--- config.mk ---
export PLATFORM = sky130hd
export DESIGN_NAME = triple_buffer_slot_controller
export DESIGN_NICKNAME = d
export VERILOG_FILES = /design/src/rtl/tbsc_pkg.sv /design/src/rtl/tbsc_ctrl.sv /design/src/rtl/tbsc_dp.sv /design/src/rtl/triple_buffer_slot_controller.sv
export SDC_FILE = /design/constraint.sdc
export NUM_CORES = 1
export LEC_CHECK = 0
export BUFFER_PORTS_ARGS = -buffer_cell sky130_fd_sc_hd__buf_2
export CORE_ASPECT_RATIO = 1.4
export CORE_MARGIN = 10
export CORE_UTILIZATION = 28
export DETAILED_ROUTE_END_ITERATION = 16
export SLEW_MARGIN = 25
export SYNTH_ARGS = -nofsm -noshare
export SYNTH_HDL_FRONTEND = slang
export SYNTH_SLANG_ARGS = --single-unit
export TNS_END_PERCENT = 30
--- constraint.sdc ---
create_clock -name clk -period 5.6 [get_ports clk]
set_input_delay 0.84 -clock clk [delete_from_list [all_inputs] [get_ports clk]]
set_output_delay 0.84 -clock clk [all_outputs]
set_load 0.1 [all_outputs]
--- src/rtl/tbsc_pkg.sv ---
// ----------------------------------------------------------------------------
// tbsc_pkg
// Shared types and constants for the triple buffer slot controller: opcodes,
// configuration register indexes and the controller/datapath interface.
// ----------------------------------------------------------------------------
package tbsc_pkg;

    localparam int MAX_SLOTS = 16;
    localparam int SLOT_W    = 4;
    localparam int CNT_W     = 5;
    localparam int SEQ_W     = 63;
    localparam int LSEQ_W    = 64;
    localparam int CFG_IDX_W = 1;
    localparam int CFG_W     = 5;

    localparam logic [CFG_IDX_W-1:0] CFG_SLOT_COUNT = 1'b0;
    localparam logic [CFG_IDX_W-1:0] CFG_SYNC_MODE  = 1'b1;

    localparam logic [CNT_W-1:0] SLOT_COUNT_RST = 5'd3;
    localparam logic [CNT_W-1:0] MIN_SLOTS      = 5'd2;

    typedef enum logic [2:0] {
        OP_RESERVE  = 3'd0,
        OP_PUBLISH  = 3'd1,
        OP_ACQUIRE  = 3'd2,
        OP_RELEASE  = 3'd3,
        OP_READ_SEQ = 3'd4
    } op_t;

    // controller to datapath
    typedef struct packed {
        logic load;
        logic prep;
        logic step;
        logic skip;
        logic commit;
    } tbsc_cmd_t;

    // datapath to controller
    typedef struct packed {
        logic is_reserve;
        logic cand_ge_n;
        logic cand_free;
        logic last_try;
        logic sync_mode;
        logic out_free;
    } tbsc_stat_t;

endpackage

--- src/rtl/tbsc_ctrl.sv ---
// ----------------------------------------------------------------------------
// tbsc_ctrl
// Sequencer for one item: accept, normalize the first candidate, walk the
// slot ring, apply the held-slot skip and commit the result beat.
// ----------------------------------------------------------------------------
module tbsc_ctrl (
    input  logic               clk,
    input  logic               rst_n,
    input  logic               in_valid,
    output logic               in_stall,
    input  tbsc_pkg::tbsc_stat_t stat,
    output tbsc_pkg::tbsc_cmd_t  cmd
);
    import tbsc_pkg::*;

    typedef enum logic [4:0] {
        S_IDLE   = 5'b00001,
        S_PREP   = 5'b00010,
        S_SEARCH = 5'b00100,
        S_SKIP   = 5'b01000,
        S_WRITE  = 5'b10000
    } state_t;

    state_t state_reg;
    state_t state_next;

    assign in_stall = (state_reg != S_IDLE);

    always_comb
    begin
        state_next = state_reg;
        cmd        = '0;
        unique case (state_reg)
            S_IDLE:
            begin
                if (in_valid)
                begin
                    cmd.load   = 1'b1;
                    state_next = S_PREP;
                end
            end
            S_PREP:
            begin
                priority if (!stat.is_reserve)
                begin
                    state_next = S_WRITE;
                end
                else if (stat.cand_ge_n)
                begin
                    cmd.prep = 1'b1;
                end
                else if (stat.sync_mode)
                begin
                    state_next = S_SKIP;
                end
                else
                begin
                    state_next = S_SEARCH;
                end
            end
            S_SEARCH:
            begin
                if (stat.cand_free)
                begin
                    state_next = S_WRITE;
                end
                else
                begin
                    // after a full lap the candidate is back at the first pick
                    cmd.step = 1'b1;
                    if (stat.last_try)
                    begin
                        state_next = S_SKIP;
                    end
                end
            end
            S_SKIP:
            begin
                cmd.skip   = 1'b1;
                state_next = S_WRITE;
            end
            S_WRITE:
            begin
                if (stat.out_free)
                begin
                    cmd.commit = 1'b1;
                    state_next = S_IDLE;
                end
            end
            default:
            begin
                state_next = S_IDLE;
            end
        endcase
    end

    always_ff @(posedge clk or negedge rst_n)
    begin
        if (!rst_n)
        begin
            state_reg <= S_IDLE;
        end
        else
        begin
            state_reg <= state_next;
        end
    end

endmodule

--- src/rtl/tbsc_dp.sv ---
// ----------------------------------------------------------------------------
// tbsc_dp
// Slot state, configuration registers, candidate walker and the output
// register of the triple buffer slot controller.
// ----------------------------------------------------------------------------
module tbsc_dp (
    input  logic                                clk,
    input  logic                                rst_n,
    input  logic                                cfg_we,
    input  logic [tbsc_pkg::CFG_IDX_W-1:0]      cfg_index,
    input  logic [tbsc_pkg::CFG_W-1:0]          cfg_data,
    input  logic [2:0]                          opcode,
    input  logic [tbsc_pkg::SLOT_W-1:0]         slot,
    input  logic signed [tbsc_pkg::LSEQ_W-1:0]  seen_seq,
    output logic                                out_valid,
    input  logic                                out_stall,
    output logic                                slot_valid,
    output logic [tbsc_pkg::SLOT_W-1:0]         slot_out,
    output logic [tbsc_pkg::SEQ_W-1:0]          sequence_res,
    input  tbsc_pkg::tbsc_cmd_t                 cmd,
    output tbsc_pkg::tbsc_stat_t                stat
);
    import tbsc_pkg::*;

    // configuration
    logic [CNT_W-1:0]   slot_count_reg;
    logic               sync_mode_reg;

    // exchange state
    logic [SLOT_W-1:0]  lw_slot_reg, lw_slot_next;
    logic [SLOT_W-1:0]  pub_slot_reg, pub_slot_next;
    logic               pub_valid_reg, pub_valid_next;
    logic [SLOT_W-1:0]  held_slot_reg, held_slot_next;
    logic               held_valid_reg, held_valid_next;
    logic [SEQ_W-1:0]   pub_count_reg, pub_count_next;

    // latched item and walker
    op_t                op_reg;
    logic [SLOT_W-1:0]  slot_in_reg;
    logic [LSEQ_W-1:0]  seen_seq_reg;
    logic [CNT_W-1:0]   cand_reg, cand_next;
    logic [CNT_W-1:0]   tries_reg, tries_next;

    // output beat
    logic               out_valid_reg, out_valid_next;
    logic               slot_valid_reg, slot_valid_next;
    logic [SLOT_W-1:0]  slot_out_reg, slot_out_next;
    logic [SEQ_W-1:0]   seq_reg, seq_next;

    logic [CNT_W-1:0]   n_act;
    logic [CNT_W-1:0]   cand_inc;
    logic [CNT_W-1:0]   cand_wrap;
    logic               cand_held;
    logic               cand_pub;
    logic               newer;

    always_comb
    begin
        priority if (slot_count_reg < MIN_SLOTS)
        begin
            n_act = MIN_SLOTS;
        end
        else if (slot_count_reg > CNT_W'(MAX_SLOTS))
        begin
            n_act = CNT_W'(MAX_SLOTS);
        end
        else
        begin
            n_act = slot_count_reg;
        end
    end

    assign cand_inc  = cand_reg + CNT_W'(1);
    assign cand_wrap = (cand_inc == n_act) ? '0 : cand_inc;
    assign cand_held = held_valid_reg && (cand_reg == {1'b0, held_slot_reg});
    assign cand_pub  = pub_valid_reg && (cand_reg == {1'b0, pub_slot_reg});

    // a negative last seen sequence always counts as older
    assign newer = seen_seq_reg[LSEQ_W-1] || ({1'b0, pub_count_reg} > seen_seq_reg);

    assign stat.is_reserve = (op_reg == OP_RESERVE);
    assign stat.cand_ge_n  = (cand_reg >= n_act);
    assign stat.cand_free  = !cand_held && !cand_pub;
    assign stat.last_try   = (tries_reg == (n_act - CNT_W'(1)));
    assign stat.sync_mode  = sync_mode_reg;
    assign stat.out_free   = !out_valid_reg || !out_stall;

    always_comb
    begin
        cand_next       = cand_reg;
        tries_next      = tries_reg;
        lw_slot_next    = lw_slot_reg;
        pub_slot_next   = pub_slot_reg;
        pub_valid_next  = pub_valid_reg;
        held_slot_next  = held_slot_reg;
        held_valid_next = held_valid_reg;
        pub_count_next  = pub_count_reg;
        slot_valid_next = slot_valid_reg;
        slot_out_next   = slot_out_reg;
        seq_next        = seq_reg;
        out_valid_next  = out_valid_reg;

        if (out_valid_reg && !out_stall)
        begin
            out_valid_next = 1'b0;
        end

        priority if (cmd.load)
        begin
            cand_next  = {1'b0, lw_slot_reg} + CNT_W'(1);
            tries_next = '0;
        end
        else if (cmd.prep)
        begin
            cand_next = cand_reg - n_act;
        end
        else if (cmd.step)
        begin
            cand_next  = cand_wrap;
            tries_next = tries_reg + CNT_W'(1);
        end
        else if (cmd.skip)
        begin
            if (cand_held)
            begin
                cand_next = cand_wrap;
            end
        end
        else if (cmd.commit)
        begin
            out_valid_next  = 1'b1;
            slot_valid_next = 1'b0;
            slot_out_next   = '0;
            unique case (op_reg)
                OP_RESERVE:
                begin
                    lw_slot_next    = cand_reg[SLOT_W-1:0];
                    slot_valid_next = 1'b1;
                    slot_out_next   = cand_reg[SLOT_W-1:0];
                end
                OP_PUBLISH:
                begin
                    pub_slot_next  = slot_in_reg;
                    pub_valid_next = 1'b1;
                    pub_count_next = pub_count_reg + SEQ_W'(1);
                end
                OP_ACQUIRE:
                begin
                    if (pub_valid_reg && (sync_mode_reg || newer))
                    begin
                        held_slot_next  = pub_slot_reg;
                        held_valid_next = 1'b1;
                        slot_valid_next = 1'b1;
                        slot_out_next   = pub_slot_reg;
                        if (sync_mode_reg)
                        begin
                            pub_valid_next = 1'b0;
                        end
                    end
                end
                OP_RELEASE:
                begin
                    held_valid_next = 1'b0;
                end
                default:
                begin
                    // read sequence and unused codes leave state alone
                end
            endcase
            seq_next = pub_count_next;
        end
        else
        begin
            // hold
        end
    end

    always_ff @(posedge clk or negedge rst_n)
    begin
        if (!rst_n)
        begin
            slot_count_reg <= SLOT_COUNT_RST;
            sync_mode_reg  <= 1'b0;
            lw_slot_reg    <= SLOT_W'(SLOT_COUNT_RST - CNT_W'(1));
            pub_valid_reg  <= 1'b0;
            held_valid_reg <= 1'b0;
            pub_count_reg  <= '0;
            out_valid_reg  <= 1'b0;
        end
        else
        begin
            if (cfg_we)
            begin
                unique case (cfg_index)
                    CFG_SLOT_COUNT: slot_count_reg <= cfg_data;
                    CFG_SYNC_MODE:  sync_mode_reg  <= cfg_data[0];
                    default:        ;
                endcase
            end
            lw_slot_reg    <= lw_slot_next;
            pub_valid_reg  <= pub_valid_next;
            held_valid_reg <= held_valid_next;
            pub_count_reg  <= pub_count_next;
            out_valid_reg  <= out_valid_next;
        end
    end

    always_ff @(posedge clk)
    begin
        if (cmd.load)
        begin
            op_reg       <= op_t'(opcode);
            slot_in_reg  <= slot;
            seen_seq_reg <= seen_seq;
        end
        cand_reg       <= cand_next;
        tries_reg      <= tries_next;
        pub_slot_reg   <= pub_slot_next;
        held_slot_reg  <= held_slot_next;
        slot_valid_reg <= slot_valid_next;
        slot_out_reg   <= slot_out_next;
        seq_reg        <= seq_next;
    end

    assign out_valid    = out_valid_reg;
    assign slot_valid   = slot_valid_reg;
    assign slot_out     = slot_out_reg;
    assign sequence_res = seq_reg;

endmodule

--- src/rtl/triple_buffer_slot_controller.sv ---
// ----------------------------------------------------------------------------
// triple_buffer_slot_controller
// Slot exchange for one producer and one consumer over a ring of buffers.
// ----------------------------------------------------------------------------
// One item is worked at a time; every item gives one result beat. A reserve
// walks the slot ring one candidate per cycle in the datapath: it first
// brings last written slot plus one below the slot count by repeated
// subtraction, then tests at most as many candidates as the active slot
// count in latest mode before applying the held-slot skip. The result
// register frees the input side as soon as the beat is written, so the next
// item can be taken while the result waits on out_stall. The user must write
// configuration only while no item is in flight; the block itself does not
// enforce this.
module triple_buffer_slot_controller (
    input  logic                                clk,
    input  logic                                rst_n,
    input  logic                                cfg_we,
    input  logic [tbsc_pkg::CFG_IDX_W-1:0]      cfg_index,
    input  logic [tbsc_pkg::CFG_W-1:0]          cfg_data,
    input  logic                                in_valid,
    output logic                                in_stall,
    input  logic [2:0]                          opcode,
    input  logic [tbsc_pkg::SLOT_W-1:0]         slot,
    input  logic signed [tbsc_pkg::LSEQ_W-1:0]  seen_seq,
    output logic                                out_valid,
    input  logic                                out_stall,
    output logic                                slot_valid,
    output logic [tbsc_pkg::SLOT_W-1:0]         slot_out,
    output logic [tbsc_pkg::SEQ_W-1:0]          sequence_res
);
    import tbsc_pkg::*;

    tbsc_cmd_t  cmd;
    tbsc_stat_t stat;

    tbsc_ctrl u_ctrl (
        .clk      (clk),
        .rst_n    (rst_n),
        .in_valid (in_valid),
        .in_stall (in_stall),
        .stat     (stat),
        .cmd      (cmd)
    );

    tbsc_dp u_dp (
        .clk          (clk),
        .rst_n        (rst_n),
        .cfg_we       (cfg_we),
        .cfg_index    (cfg_index),
        .cfg_data     (cfg_data),
        .opcode       (opcode),
        .slot         (slot),
        .seen_seq     (seen_seq),
        .out_valid    (out_valid),
        .out_stall    (out_stall),
        .slot_valid   (slot_valid),
        .slot_out     (slot_out),
        .sequence_res (sequence_res),
        .cmd          (cmd),
        .stat         (stat)
    );

`ifndef SYNTH
    // a result is never written over a beat that is still stalled
    a_no_overwrite: assert property (@(posedge clk) disable iff (!rst_n)
        cmd.commit |-> !(out_valid && out_stall))
        else $error("result written over a stalled beat");

    // a new result beat only appears after a commit
    a_beat_from_commit: assert property (@(posedge clk) disable iff (!rst_n)
        $rose(out_valid) |-> $past(cmd.commit))
        else $error("result beat without commit");

    // a reserved slot always lies inside the active ring
    a_reserve_in_ring: assert property (@(posedge clk) disable iff (!rst_n)
        (cmd.commit && stat.is_reserve) |-> !stat.cand_ge_n)
        else $error("reserved slot beyond slot count");
`endif

endmodule
==> impl_metrics.env <==
export IMPL_critPathMaxFanout=7
export IMPL_ios=152
export IMPL_ys_seq_elements=238
export IMPL_syn_num_nets=1159
export IMPL_drv_cap=0
export IMPL_ys_warn_count=0
export IMPL_finalSetupTns_ns=0
export IMPL_synth_edff_count=152
export IMPL_clock_sinks=238
export IMPL_clk_latency_ns=0.55
export IMPL_grt_overflow=0
export IMPL_finalHoldViolCount=0
export IMPL_synthFlopType="edfxtp_1"
export IMPL_r2r_cells=8
export IMPL_syn2layout_area_growth_pct=19.16
export IMPL_rr_startpoint="u_dp.pub_count_reg[59]"
export IMPL_final_cell_mix="edfxtp_1, buf_2, nand2_1"
export IMPL_timing_fmax_ghz=0.2881
export IMPL_holdWs_ns=0.2702
export IMPL_antenna_found_initial=0
export IMPL_grt_max_degree=50
export IMPL_grt_util_all_layers_pct=11.54
export IMPL_async_reset_ff_share_pct=34.03
export IMPL_coreArea_sq_um=41980
export IMPL_drc=0
export IMPL_final_antenna_net_count=0
export IMPL_setup_viol_count_final=0
export IMPL_fp_dieArea_sq_um=50990
export IMPL_fin_crit_sh_pct=61.98
export IMPL_root_buffer="clkbuf_16"
export IMPL_stdcell_area_sq_um=14100
export IMPL_finalWirelength_um=30080
export IMPL_crit_chain="ha_1, nand4_1, nor4_1, nand4b_1, or4_1, o21a_1, a21oi_2, and4_1"
export IMPL_outcome="finished, final reports clean"
export IMPL_dr_pass1_iters=4
export IMPL_gp_congestion=0.8082
export IMPL_rows=89
export IMPL_critPathKind="reg2reg"
export IMPL_postCtsResizedCells=0
export IMPL_power_leakage_nw=6.338
export IMPL_syn_mean_instance_area_sq_um=11.79
export IMPL_end_kind="flip-flop"
export IMPL_fillers=4173
export IMPL_htree_levels=1
export IMPL_postCtsHoldBufs=0
export IMPL_synth_distinct_cells=71
export IMPL_max_stage_delay_ns=0.56
export IMPL_syn_area_sq_um=11830
export IMPL_power_density_nw_per_um2=354.3
export IMPL_r2r_slack_ns=2.13
export IMPL_clockBufferDepth=3
export IMPL_path_clk_slew_ns=0.07
export IMPL_die_w_um=193.7
export IMPL_largest_register_ffs=64
export IMPL_crit_required_ns=5.84
export IMPL_detail_route_wl_per_cell_um=17.35
export IMPL_cts_tree="done"
export IMPL_synth_seq_area_share_pct=56.60
export IMPL_path_delay_family="simple AND/OR/NAND/NOR gates"
export IMPL_nets=1324
export IMPL_crit_path_start_kind="flip-flop"
export IMPL_drt_initial_drc_count=464
export IMPL_report_final_slew_viol_count=0
export IMPL_critPathSlowestCell="nor4_1"
export IMPL_final_common_cell="edfxtp_1"
export IMPL_vias=7883
export IMPL_cts_buffers=26
export IMPL_dp_hpwl_um=22470
export IMPL_die_h_um=263.2
export IMPL_port_buffers=151
export IMPL_critPathBufInv=0
export IMPL_drive_gt1_share_pct=19.95
export IMPL_critPathArrivalTime_ns=3.71
export IMPL_grt_pass1_vias=8278
export IMPL_rsz0062_at_grt="no"
export IMPL_r2r_end="u_dp.held_slot_reg[1]"
export IMPL_diodes=0
export IMPL_place_area_sq_um=13210
export IMPL_via_per_inst=4.546
export IMPL_finClkSkew_ns=0.01878
export IMPL_worst_pin_slew_ns=0.8655
export IMPL_start_util_pct=28.18
export IMPL_grt_pass1_wl_um=47110
export IMPL_ir_worst_vdd_mv=0.1960
export IMPL_holdCritPathClass="in2async"
export IMPL_finalCriticalPeriod_ns=3.471
export IMPL_synthCells=1003
export IMPL_post_cts_buffers=0
export IMPL_slew_limit_headroom_pct=40.81
[how the worst max path moves through the flow]
stage | start | end | slack (ns) | depth (start not counted)
4_1_cts | u_dp.pub_count_reg[61] | u_dp.held_slot_reg[1] | 1.99 | 8
2_1_floorplan | u_ctrl.state_reg[4] | u_dp.cand_reg[3] | 0.75 | 6
6_report | u_dp.pub_count_reg[59] | u_dp.held_slot_reg[1] | 2.13 | 8
3_5_place_dp | u_dp.pub_count_reg[61] | u_dp.held_slot_reg[0] | 2.02 | 8
5_1_grt | u_dp.pub_count_reg[59] | u_dp.held_slot_reg[1] | 1.80 | 8
3_3_place_gp | u_dp.pub_count_reg[60] | u_dp.held_slot_reg[0] | 2.16 | 8
[where the power goes]
part	switching, W	total, W	internal [W]
combinational	0.000650	0.000960	0.000309
clock	0.000735	0.00178	0.00105
sequential	0.000123	0.00225	0.00213
total	0.00151	0.00499	0.00349
[routing by layer]
| metal | up-vias | GRT usage [%] | share of wire, % |
|---|---|---|---|
| met5 | - | 0 | 0 |
| met4 | 0 | 4.011 | 2.7 |
| met3 | 47 | 1.908 | 4.3 |
| met2 | 176 | 20.26 | 51 |
| met1 | 3798 | 13.92 | 42 |
| li1 | 3862 | - | - |
[cell families (layout without fill, tap and decap cells)]
logic type / Yosys count / after routing / synth area share, %
AND/OR/NAND/NOR: 322 / 322 / 14.20
flip-flops: 238 / 238 / 56.61
XOR/XNOR: 149 / 149 / 11.03
buffers and inverters: 107 / 292 / 3.839
AO/OA/AOI/OAI: 103 / 103 / 5.479
adder cells (fa/ha/maj): 74 / 74 / 7.890
multiplexers: 10 / 10 / 0.9519
[metrics by stage]
stage | utilization, % | power, W | cells | setup slack, ns
finish | 33.58 | 0.004994 | 1734 | 2.129
global route | 33.58 | 0.005255 | 1734 | 1.800
CTS | 33.58 | 0.005076 | 1734 | 1.995
detailed placement | 31.47 | 0.003267 | 1686 | 2.022
global placement | 31.47 | 0.003238 | 1686 | 2.163
floorplan | - | 0.002969 | 1003 | 0.7491
[cell type report]
cell class | count | area (sq um) | share of cell area [%]
flip-flops and latches | 238 | 6696 | 47.50
multi-input cells | 658 | 4687 | 33.25
repair buffers | 161 | 833.3 | 5.911
clock buffers | 37 | 764.5 | 5.423
well taps | 546 | 683.2 | 4.846
inverters | 83 | 312.8 | 2.219
clock inverters | 11 | 120.1 | 0.8520
[Yosys cell counts (all sizes together) (7+ instances only)]
cell type    n  share of area, %
dfrtp       77                16
o21ai       18              0.76
nand4       28               1.8
xor2        63               4.7
and2         7              0.37
edfxtp     152                39
nor3        27               1.3
a21o        11              0.70
a21oi       44               1.9
and3        20               1.1
nor2        68               2.2
xnor2       86               6.4
nor4         7              0.55
inv         83               2.6
nand3       41               1.8
clkbuf      17              0.71
ha          73               7.7
and4         9              0.69
mux2        10              0.95
nand2       89               2.8
Power figures use the tool's default switching activity.
